File: src/hw/rtl/kpc_pkg.sv
// Shared types, constants and helpers for the key press classifier.
`timescale 1ns / 1ps
package kpc_pkg;

    localparam int KEYS_DEF   = 8;
    localparam int GROUPS_DEF = 2;
    localparam int NSETUP     = 2;
    localparam int MAX_EV     = 10;
    localparam int EV_CNT_W   = 4;
    localparam int CFG_W      = 38;
    localparam int CFG_IDX_W  = 3;
    localparam int MEMBERS    = 8;

    localparam logic [1:0] LV_OFF = 2'd0;
    localparam logic [1:0] LV_ON  = 2'd1;
    localparam logic [1:0] LV_UNK = 2'd3;

    localparam logic [7:0]  CI_RST    = 8'd10;
    localparam logic [15:0] SHORT_RST = 16'd50;
    localparam logic [15:0] LONG_RST  = 16'd1000;
    localparam logic [15:0] AUTO_RST  = 16'd500;

    typedef enum logic [1:0] {
        EV_SHORT = 2'd0,
        EV_LONG  = 2'd1,
        EV_AUTO  = 2'd2,
        EV_GROUP = 2'd3
    } t_evt_type;

    typedef enum logic [2:0] {
        REG_KEY_EN = 3'd0,
        REG_MODE   = 3'd1,
        REG_CI     = 3'd2,
        REG_SHORT  = 3'd3,
        REG_LONG   = 3'd4,
        REG_AUTO   = 3'd5,
        REG_GRP0   = 3'd6,
        REG_GRP1   = 3'd7
    } t_reg_idx;

    typedef enum logic [1:0] {
        S_IDLE = 2'd0,
        S_KEY  = 2'd1,
        S_GRP  = 2'd2,
        S_OUT  = 2'd3
    } t_state;

    typedef struct packed {
        logic       vld;
        logic [3:0] key;
        logic [1:0] grp;
        t_evt_type  typ;
    } t_evt;

    typedef struct packed {
        logic                 en;
        logic [CFG_IDX_W-1:0] idx;
        logic [CFG_W-1:0]     data;
    } t_cfg_wr;

    function automatic logic f_grp_active(input logic [CFG_W-1:0] s, input int keys);
        logic       ok;
        logic [3:0] n;
        ok = s[37];
        n  = s[35:32];
        if (n < 4'd2 || n > 4'd8 || 32'(n) > keys) ok = 1'b0;
        for (int a = 0; a < MEMBERS; a++) begin
            if (a < int'(n)) begin
                if (32'(s[4*a +: 4]) >= keys) ok = 1'b0;
                for (int b = a + 1; b < MEMBERS; b++) begin
                    if (b < int'(n) && s[4*a +: 4] == s[4*b +: 4]) ok = 1'b0;
                end
            end
        end
        return ok;
    endfunction

endpackage

File: src/hw/rtl/kpc_key_unit.sv
// Per-key debounce state and the shared key sample/classify step.
`timescale 1ns / 1ps
module kpc_key_unit #(
    parameter int KEYS   = kpc_pkg::KEYS_DEF,
    parameter int GROUPS = kpc_pkg::GROUPS_DEF
) (
    input  logic                      i_clk,
    input  logic                      i_rst_n,
    input  logic                      i_step,
    input  logic [$clog2(KEYS)-1:0]   i_idx,
    input  logic                      i_raw,
    input  logic                      i_en,
    input  logic                      i_auto,
    input  logic                      i_member,
    input  logic [7:0]                i_ci,
    input  logic [15:0]               i_short,
    input  logic [15:0]               i_long,
    input  logic [15:0]               i_auto_time,
    output kpc_pkg::t_evt             o_evt,
    output logic [KEYS-1:0]           o_on
);
    import kpc_pkg::*;

    logic [7:0]  r_cnt  [KEYS];
    logic [1:0]  r_lvl  [KEYS];
    logic [1:0]  r_prev [KEYS];
    logic [15:0] r_held [KEYS];

    logic [7:0]  n_cnt;
    logic [1:0]  n_lvl;
    logic [15:0] n_held;
    logic [7:0]  w_cnt1;
    logic [16:0] w_sum;
    logic [15:0] w_h;
    logic [1:0]  w_prev;
    logic [15:0] w_held;

    always_comb begin
        w_prev = r_prev[i_idx];
        w_held = r_held[i_idx];
        w_cnt1 = r_cnt[i_idx] + 8'd1;
        w_sum  = {1'b0, w_held} + {9'd0, i_ci};
        w_h    = w_sum[16] ? 16'hFFFF : w_sum[15:0];
        n_cnt  = r_cnt[i_idx];
        n_lvl  = r_lvl[i_idx];
        n_held = w_held;
        o_evt  = '{vld: 1'b0, key: 4'(i_idx), grp: 2'(GROUPS), typ: EV_SHORT};
        if (i_en) begin
            if (w_cnt1 < i_ci) begin
                n_cnt = w_cnt1;
            end else begin
                n_cnt = 8'd0;
                if (!i_raw) begin
                    n_lvl = LV_OFF;
                end else if (i_member) begin
                    n_lvl = LV_ON;
                end else begin
                    if (!i_auto && w_prev == LV_OFF) n_lvl = LV_ON;
                    else if (i_auto && w_held == 16'd0) n_lvl = LV_ON;
                    n_held = w_h;
                    if (i_auto && w_h >= i_auto_time) n_lvl = LV_OFF;
                end
            end
        end
        if (w_prev == LV_ON && n_lvl == LV_OFF && !i_member) begin
            if (!i_auto) begin
                if (n_held != 16'd0 && n_held < i_long && n_held >= i_short) begin
                    o_evt.vld = 1'b1;
                    o_evt.typ = EV_SHORT;
                end else if (n_held != 16'd0 && n_held >= i_long) begin
                    o_evt.vld = 1'b1;
                    o_evt.typ = EV_LONG;
                end
            end else if (n_held != 16'd0) begin
                o_evt.vld = 1'b1;
                o_evt.typ = EV_AUTO;
            end
            n_held = 16'd0;
        end
        o_evt.vld = o_evt.vld & i_step;
    end

    always_comb begin
        for (int k = 0; k < KEYS; k++) o_on[k] = (r_lvl[k] == LV_ON);
    end

    always_ff @(posedge i_clk) begin
        if (!i_rst_n) begin
            for (int k = 0; k < KEYS; k++) begin
                r_cnt[k]  <= 8'd0;
                r_held[k] <= 16'd0;
                r_lvl[k]  <= LV_UNK;
                r_prev[k] <= LV_UNK;
            end
        end else if (i_step) begin
            r_cnt[i_idx]  <= n_cnt;
            r_held[i_idx] <= n_held;
            r_lvl[i_idx]  <= n_lvl;
            r_prev[i_idx] <= n_lvl;
        end
    end

endmodule

File: src/hw/rtl/kpc_grp_unit.sv
// Combination setups, member mask and the shared group check step.
`timescale 1ns / 1ps
module kpc_grp_unit #(
    parameter int KEYS   = kpc_pkg::KEYS_DEF,
    parameter int GROUPS = kpc_pkg::GROUPS_DEF,
    localparam int GW    = (GROUPS > 1) ? $clog2(GROUPS) : 1
) (
    input  logic              i_clk,
    input  logic              i_rst_n,
    input  kpc_pkg::t_cfg_wr  i_cfg,
    input  logic              i_step,
    input  logic [GW-1:0]     i_idx,
    input  logic [KEYS-1:0]   i_on,
    output kpc_pkg::t_evt     o_evt,
    output logic [KEYS-1:0]   o_members
);
    import kpc_pkg::*;

    logic [CFG_W-1:0] r_setup [GROUPS];
    logic [7:0]       r_pat   [GROUPS];
    logic [1:0]       r_lvl   [GROUPS];
    logic [1:0]       r_prev  [GROUPS];

    logic [GROUPS-1:0] w_act;
    logic [CFG_W-1:0]  w_s;
    logic [3:0]        w_n;
    logic [7:0]        w_mo;
    logic [7:0]        w_full;
    logic [3:0]        w_top;
    logic              w_clr;
    logic [7:0]        n_pat;
    logic [1:0]        n_lvl;

    always_comb begin
        o_members = '0;
        for (int g = 0; g < GROUPS; g++) begin
            w_act[g] = f_grp_active(r_setup[g], KEYS);
            for (int m = 0; m < MEMBERS; m++) begin
                for (int k = 0; k < KEYS; k++) begin
                    if (w_act[g] && m < int'(r_setup[g][35:32]) &&
                        32'(r_setup[g][4*m +: 4]) == k) o_members[k] = 1'b1;
                end
            end
        end
    end

    always_comb begin
        w_s   = r_setup[i_idx];
        w_n   = w_s[35:32];
        n_pat = r_pat[i_idx];
        n_lvl = r_lvl[i_idx];
        w_top = 4'd0;
        w_clr = 1'b0;
        for (int i = 0; i < MEMBERS; i++) begin
            w_mo[i]   = 1'b0;
            w_full[i] = (i < int'(w_n));
            for (int k = 0; k < KEYS; k++) begin
                if (32'(w_s[4*i +: 4]) == k && i_on[k]) w_mo[i] = 1'b1;
            end
            if (r_pat[i_idx][i]) w_top = 4'(i + 1);
        end
        if (w_act[i_idx]) begin
            if (!w_s[36]) begin
                for (int i = 0; i < MEMBERS; i++) begin
                    if (i < int'(w_n)) n_pat[i] = w_mo[i];
                end
                n_lvl = (n_pat == w_full) ? LV_ON : LV_OFF;
            end else if (w_top <= w_n) begin
                for (int i = 0; i < MEMBERS; i++) begin
                    if (i < int'(w_n) && i <= int'(w_top)) n_pat[i] = w_mo[i];
                    if (i < int'(w_n) && i > int'(w_top) && w_mo[i]) w_clr = 1'b1;
                end
                if (w_clr) n_pat = 8'd0;
                n_lvl = (n_pat == w_full) ? LV_ON : LV_OFF;
            end
        end
        o_evt = '{vld: 1'b0, key: 4'(KEYS), grp: 2'(i_idx), typ: EV_GROUP};
        if (r_prev[i_idx] == LV_OFF && n_lvl == LV_ON) begin
            o_evt.vld = i_step;
            n_pat     = 8'd0;
        end
    end

    always_ff @(posedge i_clk) begin
        if (!i_rst_n) begin
            for (int g = 0; g < GROUPS; g++) begin
                r_setup[g] <= '0;
                r_pat[g]   <= 8'd0;
                r_lvl[g]   <= LV_UNK;
                r_prev[g]  <= LV_UNK;
            end
        end else begin
            if (i_step) begin
                r_pat[i_idx]  <= n_pat;
                r_lvl[i_idx]  <= n_lvl;
                r_prev[i_idx] <= n_lvl;
            end
            for (int g = 0; g < GROUPS; g++) begin
                if (g < NSETUP && i_cfg.en &&
                    i_cfg.idx == CFG_IDX_W'(int'(REG_GRP0) + g)) begin
                    r_setup[g] <= i_cfg.data;
                    r_pat[g]   <= 8'd0;
                    if (!f_grp_active(i_cfg.data, KEYS)) begin
                        r_lvl[g]  <= LV_UNK;
                        r_prev[g] <= LV_UNK;
                    end
                end
            end
        end
    end

endmodule

File: src/hw/rtl/key_press_classifier.sv
// One tick walks KEYS key steps then GROUPS group steps, one per cycle.
// Events then leave one per transfer from a ten-entry buffer, last one flagged.
// A new tick is accepted only once the last one's steps are done and its events have left;
// output stalls hold it back. The single key step unit and group step unit serve all steps.
// Synchronous active-low reset: levels unknown, counters and held times zero,
// registers to their reset values, buffer empty.
`timescale 1ns / 1ps
module key_press_classifier #(
    parameter int KEYS   = kpc_pkg::KEYS_DEF,
    parameter int GROUPS = kpc_pkg::GROUPS_DEF
) (
    input  logic                            i_clk,
    input  logic                            i_rst_n,
    input  logic                            s_axis_tvalid,
    output logic                            s_axis_tready,
    input  logic [7:0]                      s_axis_tdata,  // raw_keys
    output logic                            m_axis_tvalid,
    input  logic                            m_axis_tready,
    output logic [7:0]                      m_axis_tdata,  // event_key, event_group, event_type
    output logic                            m_axis_tlast,
    input  logic                            i_cfg_we,
    input  logic [kpc_pkg::CFG_IDX_W-1:0]   i_cfg_idx,
    input  logic [kpc_pkg::CFG_W-1:0]       i_cfg_data
);
    import kpc_pkg::*;

    localparam int KW = $clog2(KEYS);
    localparam int GW = (GROUPS > 1) ? $clog2(GROUPS) : 1;

    logic [7:0]  r_en, r_mode, r_ci;
    logic [15:0] r_short, r_long, r_auto;

    t_state              r_state, n_state;
    logic [KW-1:0]       r_kidx, n_kidx;
    logic [GW-1:0]       r_gidx, n_gidx;
    logic [7:0]          r_raw, n_raw;
    logic [EV_CNT_W-1:0] r_nev, n_nev;
    logic [EV_CNT_W-1:0] r_rd, n_rd;
    logic [7:0]          r_buf [MAX_EV];

    t_cfg_wr         w_cfg;
    t_evt            w_kevt, w_gevt, w_evt;
    logic [KEYS-1:0] w_on, w_members, w_raw, w_en, w_mode;
    logic            w_wr;

    assign w_cfg  = '{en: i_cfg_we, idx: i_cfg_idx, data: i_cfg_data};
    assign w_raw  = KEYS'(r_raw);
    assign w_en   = KEYS'(r_en);
    assign w_mode = KEYS'(r_mode);

    always_ff @(posedge i_clk) begin
        if (!i_rst_n) begin
            r_en    <= 8'd0;
            r_mode  <= 8'd0;
            r_ci    <= CI_RST;
            r_short <= SHORT_RST;
            r_long  <= LONG_RST;
            r_auto  <= AUTO_RST;
        end else if (i_cfg_we) begin
            unique case (t_reg_idx'(i_cfg_idx))
                REG_KEY_EN: r_en    <= i_cfg_data[7:0];
                REG_MODE:   r_mode  <= i_cfg_data[7:0];
                REG_CI:     r_ci    <= i_cfg_data[7:0];
                REG_SHORT:  r_short <= i_cfg_data[15:0];
                REG_LONG:   r_long  <= i_cfg_data[15:0];
                REG_AUTO:   r_auto  <= i_cfg_data[15:0];
                REG_GRP0, REG_GRP1: ;
            endcase
        end
    end

    kpc_key_unit #(.KEYS(KEYS), .GROUPS(GROUPS)) u_key (
        .i_clk       (i_clk),
        .i_rst_n     (i_rst_n),
        .i_step      (r_state == S_KEY),
        .i_idx       (r_kidx),
        .i_raw       (w_raw[r_kidx]),
        .i_en        (w_en[r_kidx]),
        .i_auto      (w_mode[r_kidx]),
        .i_member    (w_members[r_kidx]),
        .i_ci        (r_ci),
        .i_short     (r_short),
        .i_long      (r_long),
        .i_auto_time (r_auto),
        .o_evt       (w_kevt),
        .o_on        (w_on)
    );

    kpc_grp_unit #(.KEYS(KEYS), .GROUPS(GROUPS)) u_grp (
        .i_clk     (i_clk),
        .i_rst_n   (i_rst_n),
        .i_cfg     (w_cfg),
        .i_step    (r_state == S_GRP),
        .i_idx     (r_gidx),
        .i_on      (w_on),
        .o_evt     (w_gevt),
        .o_members (w_members)
    );

    assign w_evt = (r_state == S_GRP) ? w_gevt : w_kevt;
    assign w_wr  = w_evt.vld && (r_nev < EV_CNT_W'(MAX_EV));

    always_comb begin
        n_state       = r_state;
        n_kidx        = r_kidx;
        n_gidx        = r_gidx;
        n_raw         = r_raw;
        n_nev         = r_nev;
        n_rd          = r_rd;
        s_axis_tready = 1'b0;
        m_axis_tvalid = 1'b0;
        m_axis_tdata  = r_buf[r_rd];
        m_axis_tlast  = (r_rd == r_nev - EV_CNT_W'(1));
        if (w_wr) n_nev = r_nev + EV_CNT_W'(1);
        unique case (r_state)
            S_IDLE: begin
                s_axis_tready = 1'b1;
                if (s_axis_tvalid) begin
                    n_raw   = s_axis_tdata;
                    n_kidx  = '0;
                    n_gidx  = '0;
                    n_nev   = '0;
                    n_rd    = '0;
                    n_state = S_KEY;
                end
            end
            S_KEY: begin
                n_kidx = r_kidx + KW'(1);
                if (r_kidx == KW'(KEYS - 1)) n_state = S_GRP;
            end
            S_GRP: begin
                n_gidx = r_gidx + GW'(1);
                if (r_gidx == GW'(GROUPS - 1)) n_state = (n_nev != '0) ? S_OUT : S_IDLE;
            end
            S_OUT: begin
                m_axis_tvalid = 1'b1;
                if (m_axis_tready) begin
                    n_rd = r_rd + EV_CNT_W'(1);
                    if (m_axis_tlast) n_state = S_IDLE;
                end
            end
        endcase
    end

    always_ff @(posedge i_clk) begin
        if (!i_rst_n) begin
            r_state <= S_IDLE;
            r_kidx  <= '0;
            r_gidx  <= '0;
            r_nev   <= '0;
            r_rd    <= '0;
        end else begin
            r_state <= n_state;
            r_kidx  <= n_kidx;
            r_gidx  <= n_gidx;
            r_nev   <= n_nev;
            r_rd    <= n_rd;
        end
    end

    always_ff @(posedge i_clk) begin
        r_raw <= n_raw;
        if (w_wr) r_buf[r_nev] <= {w_evt.typ, w_evt.grp, w_evt.key};
    end

endmodule
File: config.mk
export PLATFORM = sky130hd
export DESIGN_NAME = key_press_classifier
export DESIGN_NICKNAME = d
export VERILOG_FILES = /design/src/hw/rtl/kpc_pkg.sv /design/src/hw/rtl/kpc_key_unit.sv /design/src/hw/rtl/kpc_grp_unit.sv /design/src/hw/rtl/key_press_classifier.sv
export SDC_FILE = /design/constraint.sdc
export NUM_CORES = 1
export LEC_CHECK = 0
export BUFFER_PORTS_ARGS = -buffer_cell sky130_fd_sc_hd__buf_2
export CORE_ASPECT_RATIO = 0.7
export CORE_MARGIN = 1.5
export CORE_UTILIZATION = 55
export DETAILED_ROUTE_END_ITERATION = 8
export HOLD_SLACK_MARGIN = 0.12
export MAX_ROUTING_LAYER = met4
export PLACE_DENSITY = 0.69
export SLEW_MARGIN = 20
export SYNTH_ARGS = -nofsm -noshare
export SYNTH_HDL_FRONTEND = slang
export SYNTH_SLANG_ARGS = --single-unit
File: constraint.sdc
create_clock -name i_clk -period 12.1 [get_ports i_clk]
set_clock_uncertainty 0.05 [all_clocks]
set_input_delay 0.605 -clock i_clk [delete_from_list [all_inputs] [get_ports i_clk]]
set_output_delay 0.605 -clock i_clk [all_outputs]
set_load 0.005 [all_outputs]
==> metrics.cfg, run 1 <==
[timing]
clock.fmax_ghz=0.112
drv_slew=0
slew_headroom_pct=28.0
setup_violations=0
final_hold_viol_count=0
worstMarginPinSlew_ns=1.08
fin_crit_ns=8.94
fin_setup_tns_ns=0
period_share_pct=73.9
rsz0062_at_grt=no

[detailed_routing]
routed_wirelength_mm=96.5
first_pass_iters=5
routedWlPerCell_um=26.1
drt_iter0_drc=3209
viasPerCell=6.54
drc=0
ant_nets=0
via_count=24200

[final_layout]
syn_to_final_growth_pct=6.91
postLayoutCoreUtil_pct=59.4
nNetsFinal=3050
multi_input_area_sq_um=15700
layoutNonFillerInstCount=3703
nFillCells=4632
regArea_sq_um=13700
drive_gt1_share_pct=11.1

[setup_path]
crit_buf_inv=5
path_class=reg2reg
end_kind=flip-flop
cpLargestDelayFamily=simple AND/OR/NAND/NOR gates
cp-start-kind=flip-flop
crit_path_top_delay_cell=dfxtp_4
ff2ff_path_depth=30
crit_required_ns=12.29
crit_path_max_fanout=34
critical_path_depth=30
arrival_ns=9.13
critPathMaxStageDelay_ns=0.65

[pwr]
ir_drop_mv=0.120
power_mw=4.81
power_density_nw_per_um2=146
leakagePower_nw=11.3

[hold_path]
min_path_type=in2reg
min_delay_path_depth=1

[global_routing]
grt_pass1_wl_mm=146
grt_max_degree=88
grt_pass1_vias=23400
grt_overflow_total=0
track_usage_pct=34.6
antenna_found_initial=3

[die]
rows=72
core_area_sq_um=55200
io_pins=65
die_area_sq_um=57300
start_util_pct=55.6
die_x_um=285
die_y_um=201

[yosys]
ys_ff_latch=486
synth_cells=3002
synth-edff-count=392
synth-main-ff-cell=edfxtp_1
yosysUniqueCellTypes=87
synth_area_per_cell_sq_um=10.2
syn-cell-area_sq_um=30700
synthesis.nets=3132
ys_async_sr_fraction_pct=0
yosysWarnings=0
yosysSeqAreaShare_pct=44.5

[cts]
clk-insertion-delay-late_ns=0.60
cts_hold_buffers=0
clockBufferDepth=3
cts_resized=0
htreeDepth=2
clk_pin_slew_ns=0.06
clkSinkCount=486
cts_inserted_buffers=49
cts_tree=yes
post_cts_buffers=0
root_buffer=clkbuf_16

[place]
io_buffers=64
dp.cells=3609
dpl.hpwl_mm=68.0
place.gp.congestion=1.03

[flow_run]
cap_violations=0

[outcome]
status=finished clean

-- worst reg2reg max path: cells and delay by family, from the launching register on --
family                     cells  cell delay [ns]
buffers and inverters          5             1.41
adders and majority gates      2             0.60
and+or+nand+nor               16             4.25
DFF                            1             0.65
xor gates and xnor gates       1             0.19
AOI/OAI and AO/OA              3             0.39
muxes                          3             1.09
-- synthesized netlist by cell type, types with 42 or more instances --
library cell    n  area [sq um]
mux4_2         78          1760
buf_2          44           220
nor3_1         71           355
nor4_1         47           294
xnor2_1       196          1720
nor2b_1        64           400
a21boi_0       60           450
and2_1         58           363
nand3_1        57           285
nand2_1       272          1020
dfxtp_1        94          1880
nor2_1        317          1190
ha_1           75           938
a21oi_1        78           390
edfxtp_1      392         11800
inv_1         118           443
xor2_1        117          1020
nand4_1        42           263
clkbuf_1      131           492
mux2i_1        74           741
o21ai_0        65           325
-- cell usage in the layout (no fill, tap or decap), types with 40 or more instances in the layout --
cell,synthesis,routed
nand2b_1,40,40
nand4_1,42,42
nor2b_1,64,64
nor2_1,317,317
nor4_1,47,47
a21boi_0,60,60
mux2i_1,74,74
and2_1,58,58
o21ai_0,65,62
nand2_1,272,264
edfxtp_1,392,392
buf_2,44,64
xor2_1,117,117
ha_1,75,75
xnor2_1,196,196
inv_1,118,118
clkbuf_16,0,51
nand3_1,57,57
dfxtp_1,94,90
a21oi_1,78,78
mux4_2,78,78
nor3_1,71,69
-- layer usage --
metal  global-route usage [%]  vias up  wire length (um)
li1                         -    10800                 -
met1                     50.8    11800             42300
met2                     47.9     1412             40600
met3                     7.81      215             11000
met4                     9.86        0              2650
met5                        -        -                 0
-- logic make-up after synthesis --
family	count (synthesis)	synth area share, %
and+or+nand+nor	1099	17.6
AOI/OAI and AO/OA	492	11.3
DFF	486	44.5
buffers and inverters	342	4.57
xor gates and xnor gates	313	8.93
muxes	194	10.0
adders and majority gates	76	3.12
-- where the power goes --
group	leakage, nW	total (mW)	switching [mW]	internal (mW)
sequential	4.62	2.04	0.138	1.90
clock	0.772	1.51	0.664	0.851
combinational	5.89	1.25	0.782	0.470
-- state kept, by name (all words and copies together), names as in the netlist, 16 cells and up, named ones only --
signal / count
u_grp.r_pat: 16
u_grp.r_setup: 76
r_auto: 16
r_buf: 80
r_short: 16
u_key.r_held: 128
r_long: 16
u_key.r_cnt: 64
-- cell type report --
cell class	count	area share, %
multi-input cells	2174	47.8
clock buffers	67	4.11
diodes	4	0.0305
well taps	740	2.82
repair buffers	91	1.59
inverters	118	1.35
clock inverters	23	0.682
flip-flops and latches	486	41.6
-- path summary, 6_finish.rpt --
check,from,endpoint,slack (ns)
max,flip-flop,r_buf[0][4]$_DFFE_PP_,3.16
min,s_axis_tdata[5],r_raw[5]$_DFFE_PP_,0.15
max reg2reg,flip-flop,r_buf[0][4]$_DFFE_PP_,3.16
min reg2reg,r_mode[1]$_SDFFE_PN0P_,r_mode[1]$_SDFFE_PN0P_,0.42
-- stage by stage --
step / instance area (sq um) / worst slack [ns] / hold slack [ns]
3_3_place_gp: 31200 / 3.36 / 0.403
5_1_grt: 32800 / 2.41 / 0.149
6_report: 32800 / 3.16 / 0.155
2_1_floorplan: 30700 / 4.58 / 0.393
3_5_place_dp: 31200 / 3.13 / 0.408
4_1_cts: 32800 / 3.11 / 0.130
(Power assumes the default switching activity.)
==> inputs of run 2 (changes only) <==
PLACE_DENSITY = 0.72   (was 0.69)
clock period = 7.6 ns   (was 12.1 ns; I/O delays follow)
==> metrics.cfg, run 2 (same netlist as run 1, synthesis figures left out) <==
[outcome]
status=finished clean

[detailed_routing]
routed_wirelength_mm=97.5  ; +1.0%
viasPerCell=6.52  ; -0.24%
first_pass_iters=8  ; +3
routedWlPerCell_um=25.6  ; -1.8%
drt_iter0_drc=3447  ; +7.4%
drc=0  ; unchanged
ant_nets=0  ; unchanged
via_count=24800  ; +2.6%

[setup_path]
cp_common_cell=buf_4
path_class=reg2reg
cp-start-kind=flip-flop
crit_required_ns=7.88  ; -4.41 ns
critPathMaxStageDelay_ns=0.74  ; +0.09 ns
cpLargestDelayFamily=compound AO/OA/AOI/OAI gates
crit_path_max_fanout=13  ; -62%
crit_path_top_delay_cell=nor2b_1
end_kind=flip-flop
rr_startpoint=u_grp.r_setup[1][35]$_DFFE_PP_
cp-startpoint=u_grp.r_setup[1][35]$_DFFE_PP_
crit_buf_inv=5  ; unchanged
arrival_ns=7.74  ; -1.39 ns

[pwr]
leakagePower_nw=11.8  ; +4.7%
ir_drop_mv=0.167  ; +39%
power_mw=7.74  ; +61%
p_sw_mw=2.56  ; +61%
power_density_nw_per_um2=230  ; +57%
netSwitchingFraction_pct=33.0  ; +0.057 points
seqPwrFrac_pct=41.5  ; -1.0 points
p_int_mw=5.19  ; +61%
comb_power_share_pct=28.1  ; +2.1 points
clkPwrFrac_pct=30.4  ; -1.1 points

[hold_path]
hp-start=i_cfg_data[10]
min_path_type=in2reg

[final_layout]
regMostFlops=u_key.r_held
syn_to_final_growth_pct=9.70
largest_reg_flops=128  ; unchanged
final_common_cell=edfxtp_1
nNetsFinal=3157  ; +3.5%
mostFrequentLayoutCells=392 x edfxtp_1, 316 x nor2_1, 267 x nand2_1
drive_gt1_share_pct=14.3  ; +3.2 points
reg_top3=u_key.r_held (128), r_buf (80), u_grp.r_setup (76)
postLayoutCoreUtil_pct=61.0  ; +1.6 points

[cts]
root_buffer=clkbuf_16
htreeDepth=2  ; unchanged
clockBufferDepth=3  ; unchanged
cts_tree=yes
clkSinkCount=486  ; unchanged
clk-insertion-delay-late_ns=0.60  ; about the same
cts_inserted_buffers=48  ; -2.0%
clk_pin_slew_ns=0.07  ; about the same

[timing]
fin_crit_ns=7.46  ; -1.48 ns
final_hold_viol_count=0  ; unchanged
period_share_pct=98.1  ; +24 points
slew_headroom_pct=16.7  ; -11 points
worstMarginPinSlew_ns=1.22  ; +0.140 ns
drv_slew=0  ; unchanged
fin_hold_ws_ns=0.169  ; +0.0140 ns
setup_violations=0  ; unchanged
setup_ws_ns=0.142  ; -3.02 ns
clock.fmax_ghz=0.134  ; +20%

[global_routing]
grt_overflow_total=0  ; unchanged
grt_max_degree=76  ; -14%
track_usage_pct=34.8  ; +0.20 points
antenna_found_initial=5  ; +2
grt_pass1_wl_mm=148  ; +1.1%
grt_pass1_vias=24000  ; +2.5%

[die]
io_pins=65  ; unchanged
die_x_um=285  ; unchanged
die_area_sq_um=57300  ; unchanged
start_util_pct=55.6  ; unchanged
die_y_um=201  ; unchanged
rows=72  ; unchanged
core_area_sq_um=55200  ; unchanged

[flow_run]
cap_violations=0  ; unchanged

[place]
io_buffers=64  ; unchanged
dpl.hpwl_mm=70.2  ; +3.2%
dp_slack_ns=0.265  ; -2.86 ns
place.gp.congestion=1.07  ; +4.4%

==> run 2: area by class of cell <==
class / instances / area, sq um
clock inverter: 24 / 159
sequential: 486 / 13700
timing repair buffer: 199 / 1380
tap: 740 / 926
fill: 4505 / 21500
antenna: 4 / 10.0
multi-input combinational: 2174 / 15700
inverter: 118 / 443
clock buffer: 65 / 1380
==> run 2: repair_timing <==
item / 4_1_cts / 5_1_grt
hold buffers: 10 / 0
endpoints found under the hold margin: 12 / 0
buffers inserted: 0 / 1
setup endpoints to repair: 0 / 94
gates resized for setup: 0 / 23
==> run 2: power by group through the flow <==
| stage | combinational (mW) | sequential (mW) | clock [mW] |
|---|---|---|---|
| floorplan | 1.53 | 3.12 | 0 |
| global placement | 2.06 | 3.25 | 0 |
| detailed placement | 2.09 | 3.26 | 0 |
| CTS | 2.11 | 3.20 | 2.38 |
| global route | 2.34 | 3.22 | 2.48 |
| finish | 2.17 | 3.21 | 2.36 |
==> run 2: routing by layer <==
metal / part of all wire (%) / vias up / GRT usage [%]
met5: 0 / - / -
met1: 43 / 12200 / 49.9
met3: 12 / 159 / 8.33
met2: 43 / 1517 / 49.8
met4: 2.0 / 0 / 8.35
li1: - / 11000 / -
==> run 2: worst paths after layout <==
kind | to | slack [ns] | cells past startpoint
hold / removal | r_long[10]$_SDFFE_PN0P_ | 0.17 | 3
setup / recovery | r_buf[1][0]$_DFFE_PP_ | 0.14 | 27
setup reg to reg | r_buf[1][0]$_DFFE_PP_ | 0.14 | 27
hold reg to reg | r_auto[13]$_SDFFE_PN0P_ | 0.42 | 2
==> run 2: worst min-delay path, stage by stage <==
cell      delay, ns
buf_2          0.22
nand2_1        0.09
a21boi_0       0.06
==> run 2: per-stage QoR <==
stage | instance area (sq um) | setup TNS [ns] | cells
final | 33700 | 0 | 3810
after global routing | 33700 | -0.485 | 3810
after CTS | 33600 | 0 | 3805
after detailed placement | 32000 | 0 | 3706
after global placement | 32000 | 0 | 3706
after floorplan | 30700 | 0 | 3002
